$ cat src/rtl/bms_pkg.sv
// shared constants, types, melody rom and helpers for the buzzer melody sequencer
`timescale 1ns / 1ps

package bms_pkg;

	localparam int QUEUE_DEPTH  = 8;
	localparam int ROM_MELODIES = 9;
	localparam int ROM_NOTES    = 7;

	localparam int CMD_W     = 2;
	localparam int DELTA_W   = 16;
	localparam int SEL_W     = 3;
	localparam int TIME_W    = 32;
	localparam int HZ_W      = 10;
	localparam int CFG_W     = 16;
	localparam int CFG_IDX_W = 3;
	localparam int MEL_W     = 4;
	localparam int TIMER_W   = 16;
	localparam int MS_W      = 8;
	localparam int ROMLEN_W  = 3;
	localparam int NOTE_W    = $clog2(ROM_NOTES);
	localparam int LEN_W     = $clog2(QUEUE_DEPTH + 1);
	localparam int CMP_W     = (LEN_W > NOTE_W + 1) ? LEN_W : NOTE_W + 1;

	typedef enum logic [CMD_W-1:0] {
		CMD_TICK     = 2'd0,
		CMD_PLAY     = 2'd1,
		CMD_ESCALATE = 2'd2
	} cmd_t;

	typedef enum logic [CFG_IDX_W-1:0] {
		CFG_QUIET_UNTIL      = 3'd0,
		CFG_ANGRY_FROM       = 3'd1,
		CFG_FURIOUS_FROM     = 3'd2,
		CFG_ANNOYED_INTERVAL = 3'd3,
		CFG_ANGRY_INTERVAL   = 3'd4,
		CFG_FURIOUS_INTERVAL = 3'd5
	} cfg_idx_t;

	// highest avatar state that owns a melody (error)
	localparam logic [SEL_W-1:0] STATE_LAST = 3'd5;

	localparam logic [MEL_W-1:0] MEL_ANNOYED = 4'd6;
	localparam logic [MEL_W-1:0] MEL_ANGRY   = 4'd7;
	localparam logic [MEL_W-1:0] MEL_FURIOUS = 4'd8;

	localparam logic [CFG_W-1:0] RST_QUIET_UNTIL      = 16'd3000;
	localparam logic [CFG_W-1:0] RST_ANGRY_FROM       = 16'd6000;
	localparam logic [CFG_W-1:0] RST_FURIOUS_FROM     = 16'd10000;
	localparam logic [CFG_W-1:0] RST_ANNOYED_INTERVAL = 16'd4000;
	localparam logic [CFG_W-1:0] RST_ANGRY_INTERVAL   = 16'd2000;
	localparam logic [CFG_W-1:0] RST_FURIOUS_INTERVAL = 16'd800;

	localparam logic [HZ_W-1:0] ROM_HZ [ROM_MELODIES][ROM_NOTES] = '{
		'{10'd110, 10'd0, 10'd110, 10'd0, 10'd0,   10'd0, 10'd0},
		'{10'd330, 10'd0, 10'd370, 10'd0, 10'd415, 10'd0, 10'd0},
		'{10'd100, 10'd0, 10'd0,   10'd0, 10'd0,   10'd0, 10'd0},
		'{10'd440, 10'd0, 10'd554, 10'd0, 10'd659, 10'd0, 10'd880},
		'{10'd660, 10'd0, 10'd880, 10'd0, 10'd0,   10'd0, 10'd0},
		'{10'd880, 10'd0, 10'd440, 10'd0, 10'd220, 10'd0, 10'd110},
		'{10'd300, 10'd0, 10'd0,   10'd0, 10'd0,   10'd0, 10'd0},
		'{10'd500, 10'd0, 10'd600, 10'd0, 10'd0,   10'd0, 10'd0},
		'{10'd800, 10'd0, 10'd400, 10'd0, 10'd800, 10'd0, 10'd0}
	};

	localparam logic [MS_W-1:0] ROM_MS [ROM_MELODIES][ROM_NOTES] = '{
		'{8'd120, 8'd30, 8'd80, 8'd0,  8'd0,   8'd0,  8'd0},
		'{8'd50,  8'd20, 8'd50, 8'd20, 8'd60,  8'd0,  8'd0},
		'{8'd200, 8'd0,  8'd0,  8'd0,  8'd0,   8'd0,  8'd0},
		'{8'd80,  8'd20, 8'd80, 8'd20, 8'd80,  8'd20, 8'd200},
		'{8'd60,  8'd60, 8'd80, 8'd0,  8'd0,   8'd0,  8'd0},
		'{8'd80,  8'd20, 8'd80, 8'd20, 8'd120, 8'd20, 8'd200},
		'{8'd40,  8'd0,  8'd0,  8'd0,  8'd0,   8'd0,  8'd0},
		'{8'd50,  8'd30, 8'd60, 8'd0,  8'd0,   8'd0,  8'd0},
		'{8'd60,  8'd20, 8'd60, 8'd20, 8'd60,  8'd0,  8'd0}
	};

	localparam logic [ROMLEN_W-1:0] ROM_LEN [ROM_MELODIES] = '{
		3'd3, 3'd5, 3'd1, 3'd7, 3'd3, 3'd7, 3'd1, 3'd3, 3'd5
	};

	typedef struct packed {
		logic [CMD_W-1:0]   cmd;
		logic [DELTA_W-1:0] delta_ms;
		logic [SEL_W-1:0]   state_sel;
		logic [TIME_W-1:0]  state_time_ms;
	} bms_item_t;

	typedef struct packed {
		logic [HZ_W-1:0] tone_hz;
		logic            tone_on;
		logic            playing;
	} bms_res_t;

	typedef struct packed {
		logic [CFG_W-1:0] quiet_until_ms;
		logic [CFG_W-1:0] angry_from_ms;
		logic [CFG_W-1:0] furious_from_ms;
		logic [CFG_W-1:0] annoyed_interval_ms;
		logic [CFG_W-1:0] angry_interval_ms;
		logic [CFG_W-1:0] furious_interval_ms;
	} bms_cfg_t;

	// notes played for a melody, cut to the queue depth; unknown ids play nothing
	function automatic logic [LEN_W-1:0] mel_len(input logic [MEL_W-1:0] id);
		logic [LEN_W-1:0] n;
		n = '0;
		if (id < MEL_W'(ROM_MELODIES)) begin
			n = LEN_W'(ROM_LEN[id]);
			if (n > LEN_W'(QUEUE_DEPTH))
				n = LEN_W'(QUEUE_DEPTH);
		end
		return n;
	endfunction

endpackage

$ cat src/rtl/bms_if.sv
// valid/ready channel interfaces for sequencer commands and tone results
`timescale 1ns / 1ps

interface bms_item_if import bms_pkg::*; ();
	logic               valid;
	logic               ready;
	logic [CMD_W-1:0]   cmd;
	logic [DELTA_W-1:0] delta_ms;
	logic [SEL_W-1:0]   state_sel;
	logic [TIME_W-1:0]  state_time_ms;

	modport source (output valid, cmd, delta_ms, state_sel, state_time_ms, input ready);
	modport sink (input valid, cmd, delta_ms, state_sel, state_time_ms, output ready);
	modport monitor (input valid, ready, cmd, delta_ms, state_sel, state_time_ms);
endinterface

interface bms_result_if import bms_pkg::*; ();
	logic            valid;
	logic            ready;
	logic [HZ_W-1:0] tone_hz;
	logic            tone_on;
	logic            playing;

	modport source (output valid, tone_hz, tone_on, playing, input ready);
	modport sink (input valid, tone_hz, tone_on, playing, output ready);
	modport monitor (input valid, ready, tone_hz, tone_on, playing);
endinterface

$ cat src/rtl/bms_cfg_regs.sv
// threshold and interval register file with reset defaults
`timescale 1ns / 1ps

module bms_cfg_regs import bms_pkg::*; (
	input  logic                 clk,
	input  logic                 arst_n,
	input  logic                 cfg_we,
	input  logic [CFG_IDX_W-1:0] cfg_idx,
	input  logic [CFG_W-1:0]     cfg_wdata,
	output bms_cfg_t             cfg
);

	bms_cfg_t cfg_q;

	always_ff @(posedge clk or negedge arst_n) begin
		if (!arst_n) begin
			cfg_q.quiet_until_ms      <= RST_QUIET_UNTIL;
			cfg_q.angry_from_ms       <= RST_ANGRY_FROM;
			cfg_q.furious_from_ms     <= RST_FURIOUS_FROM;
			cfg_q.annoyed_interval_ms <= RST_ANNOYED_INTERVAL;
			cfg_q.angry_interval_ms   <= RST_ANGRY_INTERVAL;
			cfg_q.furious_interval_ms <= RST_FURIOUS_INTERVAL;
		end else if (cfg_we) begin
			case (cfg_idx)
				CFG_QUIET_UNTIL:      cfg_q.quiet_until_ms      <= cfg_wdata;
				CFG_ANGRY_FROM:       cfg_q.angry_from_ms       <= cfg_wdata;
				CFG_FURIOUS_FROM:     cfg_q.furious_from_ms     <= cfg_wdata;
				CFG_ANNOYED_INTERVAL: cfg_q.annoyed_interval_ms <= cfg_wdata;
				CFG_ANGRY_INTERVAL:   cfg_q.angry_interval_ms   <= cfg_wdata;
				CFG_FURIOUS_INTERVAL: cfg_q.furious_interval_ms <= cfg_wdata;
				default: ;
			endcase
		end
	end

	assign cfg = cfg_q;

endmodule

$ cat src/rtl/bms_core.sv
// melody state registers, next-state logic and tone lookup for one command
`timescale 1ns / 1ps

module bms_core import bms_pkg::*; (
	input  logic      clk,
	input  logic      arst_n,
	input  logic      fire,
	input  bms_item_t item,
	input  bms_cfg_t  cfg,
	output bms_res_t  res
);

	logic [MEL_W-1:0]   mel_q, mel_n;
	logic [NOTE_W-1:0]  idx_q, idx_n;
	logic [TIMER_W-1:0] timer_q, timer_n;
	logic               busy_q, busy_n;
	logic [TIME_W-1:0]  last_q, last_n;

	logic [LEN_W-1:0]   len;
	logic [TIMER_W:0]   sum;
	logic [TIMER_W-1:0] sat;
	logic [TIMER_W-1:0] cur_ms;
	logic [CMP_W-1:0]   idx_inc;
	logic [TIME_W-1:0]  diff;
	logic [CFG_W-1:0]   interval;
	logic [MEL_W-1:0]   esc_mel;
	logic               esc_go;
	logic [HZ_W-1:0]    hz;

	always_comb begin
		len     = mel_len(mel_q);
		sum     = {1'b0, timer_q} + {1'b0, item.delta_ms};
		sat     = sum[TIMER_W] ? '1 : sum[TIMER_W-1:0];
		cur_ms  = (mel_q < MEL_W'(ROM_MELODIES) && idx_q < NOTE_W'(ROM_NOTES)) ?
			TIMER_W'(ROM_MS[mel_q][idx_q]) : '0;
		idx_inc = CMP_W'(idx_q) + CMP_W'(1);

		// phase tests in order annoyed, angry, furious
		if (item.state_time_ms < TIME_W'(cfg.angry_from_ms)) begin
			interval = cfg.annoyed_interval_ms;
			esc_mel  = MEL_ANNOYED;
		end else if (item.state_time_ms < TIME_W'(cfg.furious_from_ms)) begin
			interval = cfg.angry_interval_ms;
			esc_mel  = MEL_ANGRY;
		end else begin
			interval = cfg.furious_interval_ms;
			esc_mel  = MEL_FURIOUS;
		end
		// elapsed time wraps modulo 2^32
		diff   = item.state_time_ms - last_q;
		esc_go = !busy_q && item.state_time_ms >= TIME_W'(cfg.quiet_until_ms) &&
			diff >= TIME_W'(interval);

		mel_n   = mel_q;
		idx_n   = idx_q;
		timer_n = timer_q;
		busy_n  = busy_q;
		last_n  = last_q;

		case (item.cmd)
			CMD_TICK: begin
				if (busy_q && len != '0 && idx_q < NOTE_W'(ROM_NOTES)) begin
					timer_n = sat;
					if (sat >= cur_ms) begin
						if (idx_inc < CMP_W'(len)) begin
							idx_n   = idx_inc[NOTE_W-1:0];
							timer_n = '0;
						end else begin
							busy_n = 1'b0;
							idx_n  = '0;
						end
					end
				end
			end
			CMD_PLAY: begin
				busy_n = 1'b0;
				idx_n  = '0;
				if (item.state_sel <= STATE_LAST) begin
					mel_n   = MEL_W'(item.state_sel);
					timer_n = '0;
					busy_n  = mel_len(MEL_W'(item.state_sel)) != '0;
				end
			end
			CMD_ESCALATE: begin
				if (esc_go) begin
					last_n  = item.state_time_ms;
					mel_n   = esc_mel;
					idx_n   = '0;
					timer_n = '0;
					busy_n  = mel_len(esc_mel) != '0;
				end
			end
			default: ;
		endcase

		hz = '0;
		if (busy_n && mel_n < MEL_W'(ROM_MELODIES) && idx_n < NOTE_W'(ROM_NOTES))
			hz = ROM_HZ[mel_n][idx_n];

		res.tone_hz = hz;
		res.tone_on = hz != '0;
		res.playing = busy_n;
	end

	always_ff @(posedge clk or negedge arst_n) begin
		if (!arst_n) begin
			mel_q   <= '0;
			idx_q   <= '0;
			timer_q <= '0;
			busy_q  <= 1'b0;
			last_q  <= '0;
		end else if (fire) begin
			mel_q   <= mel_n;
			idx_q   <= idx_n;
			timer_q <= timer_n;
			busy_q  <= busy_n;
			last_q  <= last_n;
		end
	end

endmodule

$ cat src/rtl/buzzer_melody_sequencer.sv
// buzzer melody sequencer top level: input register, core update, result register
//
//   channel   dir   transfer when          payload
//   item      in    item.valid & ready     cmd, delta_ms, state_sel, state_time_ms
//   result    out   result.valid & ready   tone_hz, tone_on, playing
//   cfg       in    cfg_we high            cfg_idx, cfg_wdata
//
// one command per cycle while results are taken; its result passes the input register,
// then state update and rom lookup into the result register
// reset clears the melody state and loads the default thresholds and intervals
// a stalled result holds the result register; the input register keeps taking
// commands until it too is full, then item.ready drops
`timescale 1ns / 1ps

module buzzer_melody_sequencer import bms_pkg::*; (
	input  logic                 clk,
	input  logic                 arst_n,
	bms_item_if.sink             item,
	bms_result_if.source         result,
	input  logic                 cfg_we,
	input  logic [CFG_IDX_W-1:0] cfg_idx,
	input  logic [CFG_W-1:0]     cfg_wdata
);

	bms_cfg_t  cfg;
	bms_item_t item_s1;
	logic      valid_s1;
	bms_res_t  res_comb;
	bms_res_t  res_s2;
	logic      valid_s2;
	logic      adv;
	logic      fire;
	logic      take;

	assign adv        = !valid_s2 || result.ready;
	assign fire       = valid_s1 && adv;
	assign item.ready = !valid_s1 || adv;
	assign take       = item.valid && item.ready;

	bms_cfg_regs u_cfg (
		.clk       (clk),
		.arst_n    (arst_n),
		.cfg_we    (cfg_we),
		.cfg_idx   (cfg_idx),
		.cfg_wdata (cfg_wdata),
		.cfg       (cfg)
	);

	bms_core u_core (
		.clk    (clk),
		.arst_n (arst_n),
		.fire   (fire),
		.item   (item_s1),
		.cfg    (cfg),
		.res    (res_comb)
	);

	always_ff @(posedge clk or negedge arst_n) begin
		if (!arst_n) begin
			valid_s1 <= 1'b0;
			valid_s2 <= 1'b0;
		end else begin
			if (take)
				valid_s1 <= 1'b1;
			else if (fire)
				valid_s1 <= 1'b0;
			if (fire)
				valid_s2 <= 1'b1;
			else if (result.ready)
				valid_s2 <= 1'b0;
		end
	end

	always_ff @(posedge clk) begin
		if (take) begin
			item_s1.cmd           <= item.cmd;
			item_s1.delta_ms      <= item.delta_ms;
			item_s1.state_sel     <= item.state_sel;
			item_s1.state_time_ms <= item.state_time_ms;
		end
		if (fire)
			res_s2 <= res_comb;
	end

	assign result.valid   = valid_s2;
	assign result.tone_hz = res_s2.tone_hz;
	assign result.tone_on = res_s2.tone_on;
	assign result.playing = res_s2.playing;

endmodule

$ cat src/flat_wrapper.sv
// flat-port wrapper written by rule: the top's interface ports become plain ports
module buzzer_melody_sequencer_flat import bms_pkg::*;
  (clk, arst_n, cfg_we, cfg_idx, cfg_wdata, item_valid, item_cmd, item_delta_ms, item_state_sel, item_state_time_ms, item_ready, result_valid, result_tone_hz, result_tone_on, result_playing, result_ready);
  bms_item_if item_i ();
  bms_result_if result_i ();
  input  logic clk;
  input  logic arst_n;
  input  logic cfg_we;
  input  logic [CFG_IDX_W-1:0] cfg_idx;
  input  logic [CFG_W-1:0] cfg_wdata;
  input wire logic [$bits(item_i.valid)-1:0] item_valid;
  input wire logic [$bits(item_i.cmd)-1:0] item_cmd;
  input wire logic [$bits(item_i.delta_ms)-1:0] item_delta_ms;
  input wire logic [$bits(item_i.state_sel)-1:0] item_state_sel;
  input wire logic [$bits(item_i.state_time_ms)-1:0] item_state_time_ms;
  output wire logic [$bits(item_i.ready)-1:0] item_ready;
  output wire logic [$bits(result_i.valid)-1:0] result_valid;
  output wire logic [$bits(result_i.tone_hz)-1:0] result_tone_hz;
  output wire logic [$bits(result_i.tone_on)-1:0] result_tone_on;
  output wire logic [$bits(result_i.playing)-1:0] result_playing;
  input wire logic [$bits(result_i.ready)-1:0] result_ready;
  assign item_i.valid = item_valid;
  assign item_i.cmd = item_cmd;
  assign item_i.delta_ms = item_delta_ms;
  assign item_i.state_sel = item_state_sel;
  assign item_i.state_time_ms = item_state_time_ms;
  assign item_ready = item_i.ready;
  assign result_valid = result_i.valid;
  assign result_tone_hz = result_i.tone_hz;
  assign result_tone_on = result_i.tone_on;
  assign result_playing = result_i.playing;
  assign result_i.ready = result_ready;
  buzzer_melody_sequencer u_core (.clk(clk), .arst_n(arst_n), .item(item_i), .result(result_i), .cfg_we(cfg_we), .cfg_idx(cfg_idx), .cfg_wdata(cfg_wdata));
endmodule
$ cat config.mk
export PLATFORM = sky130hd
export DESIGN_NAME = buzzer_melody_sequencer_flat
export DESIGN_NICKNAME = d
export VERILOG_FILES = /design/src/rtl/bms_pkg.sv /design/src/rtl/bms_if.sv /design/src/rtl/bms_cfg_regs.sv /design/src/rtl/bms_core.sv /design/src/rtl/buzzer_melody_sequencer.sv /design/src/flat_wrapper.sv
export SDC_FILE = /design/constraint.sdc
export NUM_CORES = 1
export LEC_CHECK = 0
export BUFFER_PORTS_ARGS = -buffer_cell sky130_fd_sc_hd__buf_2
export CORE_MARGIN = 5
export CORE_UTILIZATION = 65
export DETAILED_ROUTE_END_ITERATION = 6
export PLACE_DENSITY = 0.8
export SYNTH_ARGS = -nofsm -noshare
export SYNTH_HDL_FRONTEND = slang
export SYNTH_SLANG_ARGS = --single-unit
$ cat constraint.sdc
create_clock -name clk -period 18.1 [get_ports clk]
set_clock_uncertainty 0.2 [all_clocks]
set_input_delay 1.81 -clock clk [delete_from_list [all_inputs] [get_ports clk]]
set_output_delay 1.81 -clock clk [all_outputs]
set_load 0.02 [all_outputs]
==> impl_metrics.toml <==
[route]
wl_met1_um = 16000
drc_errors = 0
num_vias = 12000
topRoutingLayerUsed = "met4"
drtPass1Iterations = 5
wl_met3_um = 2110
wl_um = 36700
routedWlPerCell_um = 19.5
viasPerCell = 6.39
detail-route-antenna-nets = 0
routed-wl-met2_um = 17300
first_iter_violations = 892

[cts]
cts-root-buf = "clkbuf_16"
h-tree-depth = 1
post-cts-setup-buffer-count = 0
path_clk_slew_ns = 0.06
cts_buffer_depth = 3
cts_resized = 0
cts_tree = "done"
clock_sinks = 219
cts_hold_buffers = 0
insertion_delay_ns = 0.53
cts_buffers = 24

[placement]
placement.io_buffers = 90
dp_hpwl_um = 27000
place_ws_ns = 10.35
dpl-instance-area_um2 = 15300
gp_congestion = 0.988
dp.cells = 1834

[sta]
max_freq_ghz = 0.126
setup-violations-final = 0
setup_tns_ns = 0
period_share = 0.438
period_minus_slack_ns = 7.92
relSlewSlack = 0.264
worst_pin_slew_ns = 1.10
rsz0062_at_grt = "false"
worst_slack_ns = 10.18
hold_viol_final = 0
slew_viol_final = 0

[logic_synthesis]
synth_ff_type = "dfrtp_1"
syn-num-nets = 1727
avgSynthCellArea_um2 = 9.72
synth.distinct_cells = 91
synth_edf_count = 65
synth_warnings = 0
synth_area_um2 = 14700
async_flop_share = 0.703
synth_cells = 1513
synth_seq_area_share = 0.398
synth-seq-cells = 219

[floorplanning]
initial_core_util = 0.655
die_area_um2 = 25700
io-pin-count = 91
die_h_um = 160
row_count = 55
core_area_um2 = 22400
die_w_um = 160

[pwr]
power.leakage_uw = 0.00705
ir_drop_mv = 0.0982
power_density_nw_per_um2 = 145

[finish]
area_growth_syn_to_layout_pct = 9.21
finalNonFillerCells = 1879
final_common_cell = "nand2_1"
drive_gt1_frac = 0.187
layout_common_cells = "nand2_1, ha_1, dfrtp_1"
fin_nets = 1789
final_area_um2 = 16100

[worst_setup_path]
arrival_ns = 7.98
worst_setup_path_end_kind = "flip-flop"
path_max_fanout = 19
startpoint_type = "flip-flop"
path_class = "reg -> reg"
required_ns = 18.16
max_stage_delay_ns = 0.93
slowest_stage = "a2111oi_0"

[global_routing]
grt_pass1_wl_um = 60300
grt_pass1_vias = 11700
grtUsageTotal = 0.281
overflow = 0
grt_max_degree = 82
antenna_found_initial = 0

[run_status]
status = "completed"

[run]
maxCapViolCount = 0

[hold_path]
holdCritPathClass = "reg -> reg"
-- synthesized netlist by cell type, types with 9 or more instances --
| library cell | n | area share |
|---|---|---|
| a211oi_1 | 28 | 0.014 |
| o211ai_1 | 17 | 0.0087 |
| edfxtp_1 | 65 | 0.13 |
| xor2_1 | 12 | 0.0071 |
| nand2_1 | 143 | 0.037 |
| inv_1 | 109 | 0.028 |
| o21ai_0 | 112 | 0.038 |
| nor2_1 | 76 | 0.019 |
| nor4_1 | 14 | 0.0060 |
| dfrtp_1 | 120 | 0.20 |
| dfstp_2 | 34 | 0.061 |
| o21ai_1 | 17 | 0.0058 |
| nor3_1 | 23 | 0.0078 |
| nand4_1 | 27 | 0.011 |
| nand3_1 | 23 | 0.0078 |
| ha_1 | 135 | 0.11 |
| o31ai_1 | 14 | 0.0071 |
| nand2b_1 | 20 | 0.0085 |
| and2_1 | 9 | 0.0038 |
| mux2i_1 | 18 | 0.012 |
| or2_2 | 9 | 0.0038 |
| nor2b_1 | 10 | 0.0043 |
| a21o_1 | 37 | 0.019 |
| clkbuf_1 | 35 | 0.0089 |
| a21oi_1 | 97 | 0.033 |
| buf_2 | 18 | 0.0061 |
| xnor2_1 | 15 | 0.0089 |
| mux2_2 | 85 | 0.065 |
| o21a_1 | 19 | 0.0097 |
-- sequential cells by signal (all words and copies together) (netlist names) --
name	cells
u_core.result.tone_on	1
u_core.valid_s1	1
u_core.u_core.timer_q	16
u_core.result.valid	1
u_core.u_core.mel_q	4
u_core.result.tone_hz	10
u_core.u_core.last_q	32
u_core.item_s1	53
u_core.u_cfg.cfg	96
u_core.result.playing	1
u_core.u_core.busy_q	1
u_core.u_core.idx_q	3
-- final timing paths --
check                                                     start                                    to  slack (ns)  cells past startpoint
max                                u_core.item_s1[31]$_DFFE_PP_       u_core.result.tone_on$_DFFE_PP_       10.18                     27
min                        u_core.u_core.timer_q[0]$_DFFE_PN0P_  u_core.u_core.timer_q[0]$_DFFE_PN0P_        0.29                      2
max reg2reg                        u_core.item_s1[31]$_DFFE_PP_       u_core.result.tone_on$_DFFE_PP_       10.18                     27
min reg2reg                u_core.u_core.timer_q[0]$_DFFE_PN0P_  u_core.u_core.timer_q[0]$_DFFE_PN0P_        0.29                      2
max in group asynchronous                                arst_n      u_core.u_cfg.cfg[13]$_DFFE_PN0P_       15.16                      2
min in group asynchronous                                arst_n  u_core.u_core.last_q[21]$_DFFE_PN0P_        1.11                      1
-- metal layers --
metal	GRT usage	up-vias
met4	0.0888	0
met5	0	-
li1	-	5698
met1	0.389	5771
met2	0.466	456
met3	0.0321	86
-- final cells by class --
class / instances / area [µm²]
Clock buffer: 35 / 642
Fill cell: 1696 / 6380
Sequential cell: 219 / 5850
Multi-Input combinational cell: 1119 / 8200
Tap cell: 285 / 357
Clock inverter: 9 / 60.1
Timing Repair Buffer: 100 / 532
Inverter: 111 / 417
Antenna cell: 1 / 2.50
-- worst max-delay path: cells and delay by family (launching register included) --
family | cells | cell delay (ns)
and+or+nand+nor | 9 | 2.72
DFF | 1 | 0.47
buffers and inverters | 2 | 0.40
AOI/OAI and AO/OA | 13 | 3.06
adders and majority gates | 2 | 0.58
muxes | 1 | 0.22
-- power by group --
group / leakage [µW] / internal (µW) / switching (µW)
registers: 0.00246 / 638 / 70.2
clock network: 0.000332 / 247 / 195
logic: 0.00425 / 466 / 709
-- per-stage QoR --
| stage | total power (µW) | hold WS [ns] | utilization |
|---|---|---|---|
| after CTS | 2320 | 0.289 | 0.716 |
| after global placement | 1830 | 0.266 | 0.684 |
| after floorplan | 1570 | 0.255 | - |
| final | 2330 | 0.286 | 0.716 |
| after detailed placement | 1860 | 0.275 | 0.684 |
| after global routing | 2500 | 0.308 | 0.716 |
-- kinds of logic after synthesis --
group / count (synthesis) / share of synthesized area
simple gates: 401 / 0.136
compound gates: 451 / 0.207
flops: 219 / 0.398
mux: 103 / 0.0774
fa+ha+maj: 137 / 0.118
xor+xnor: 27 / 0.0161
buf+inv: 175 / 0.0480
(Power assumes the default switching activity.)
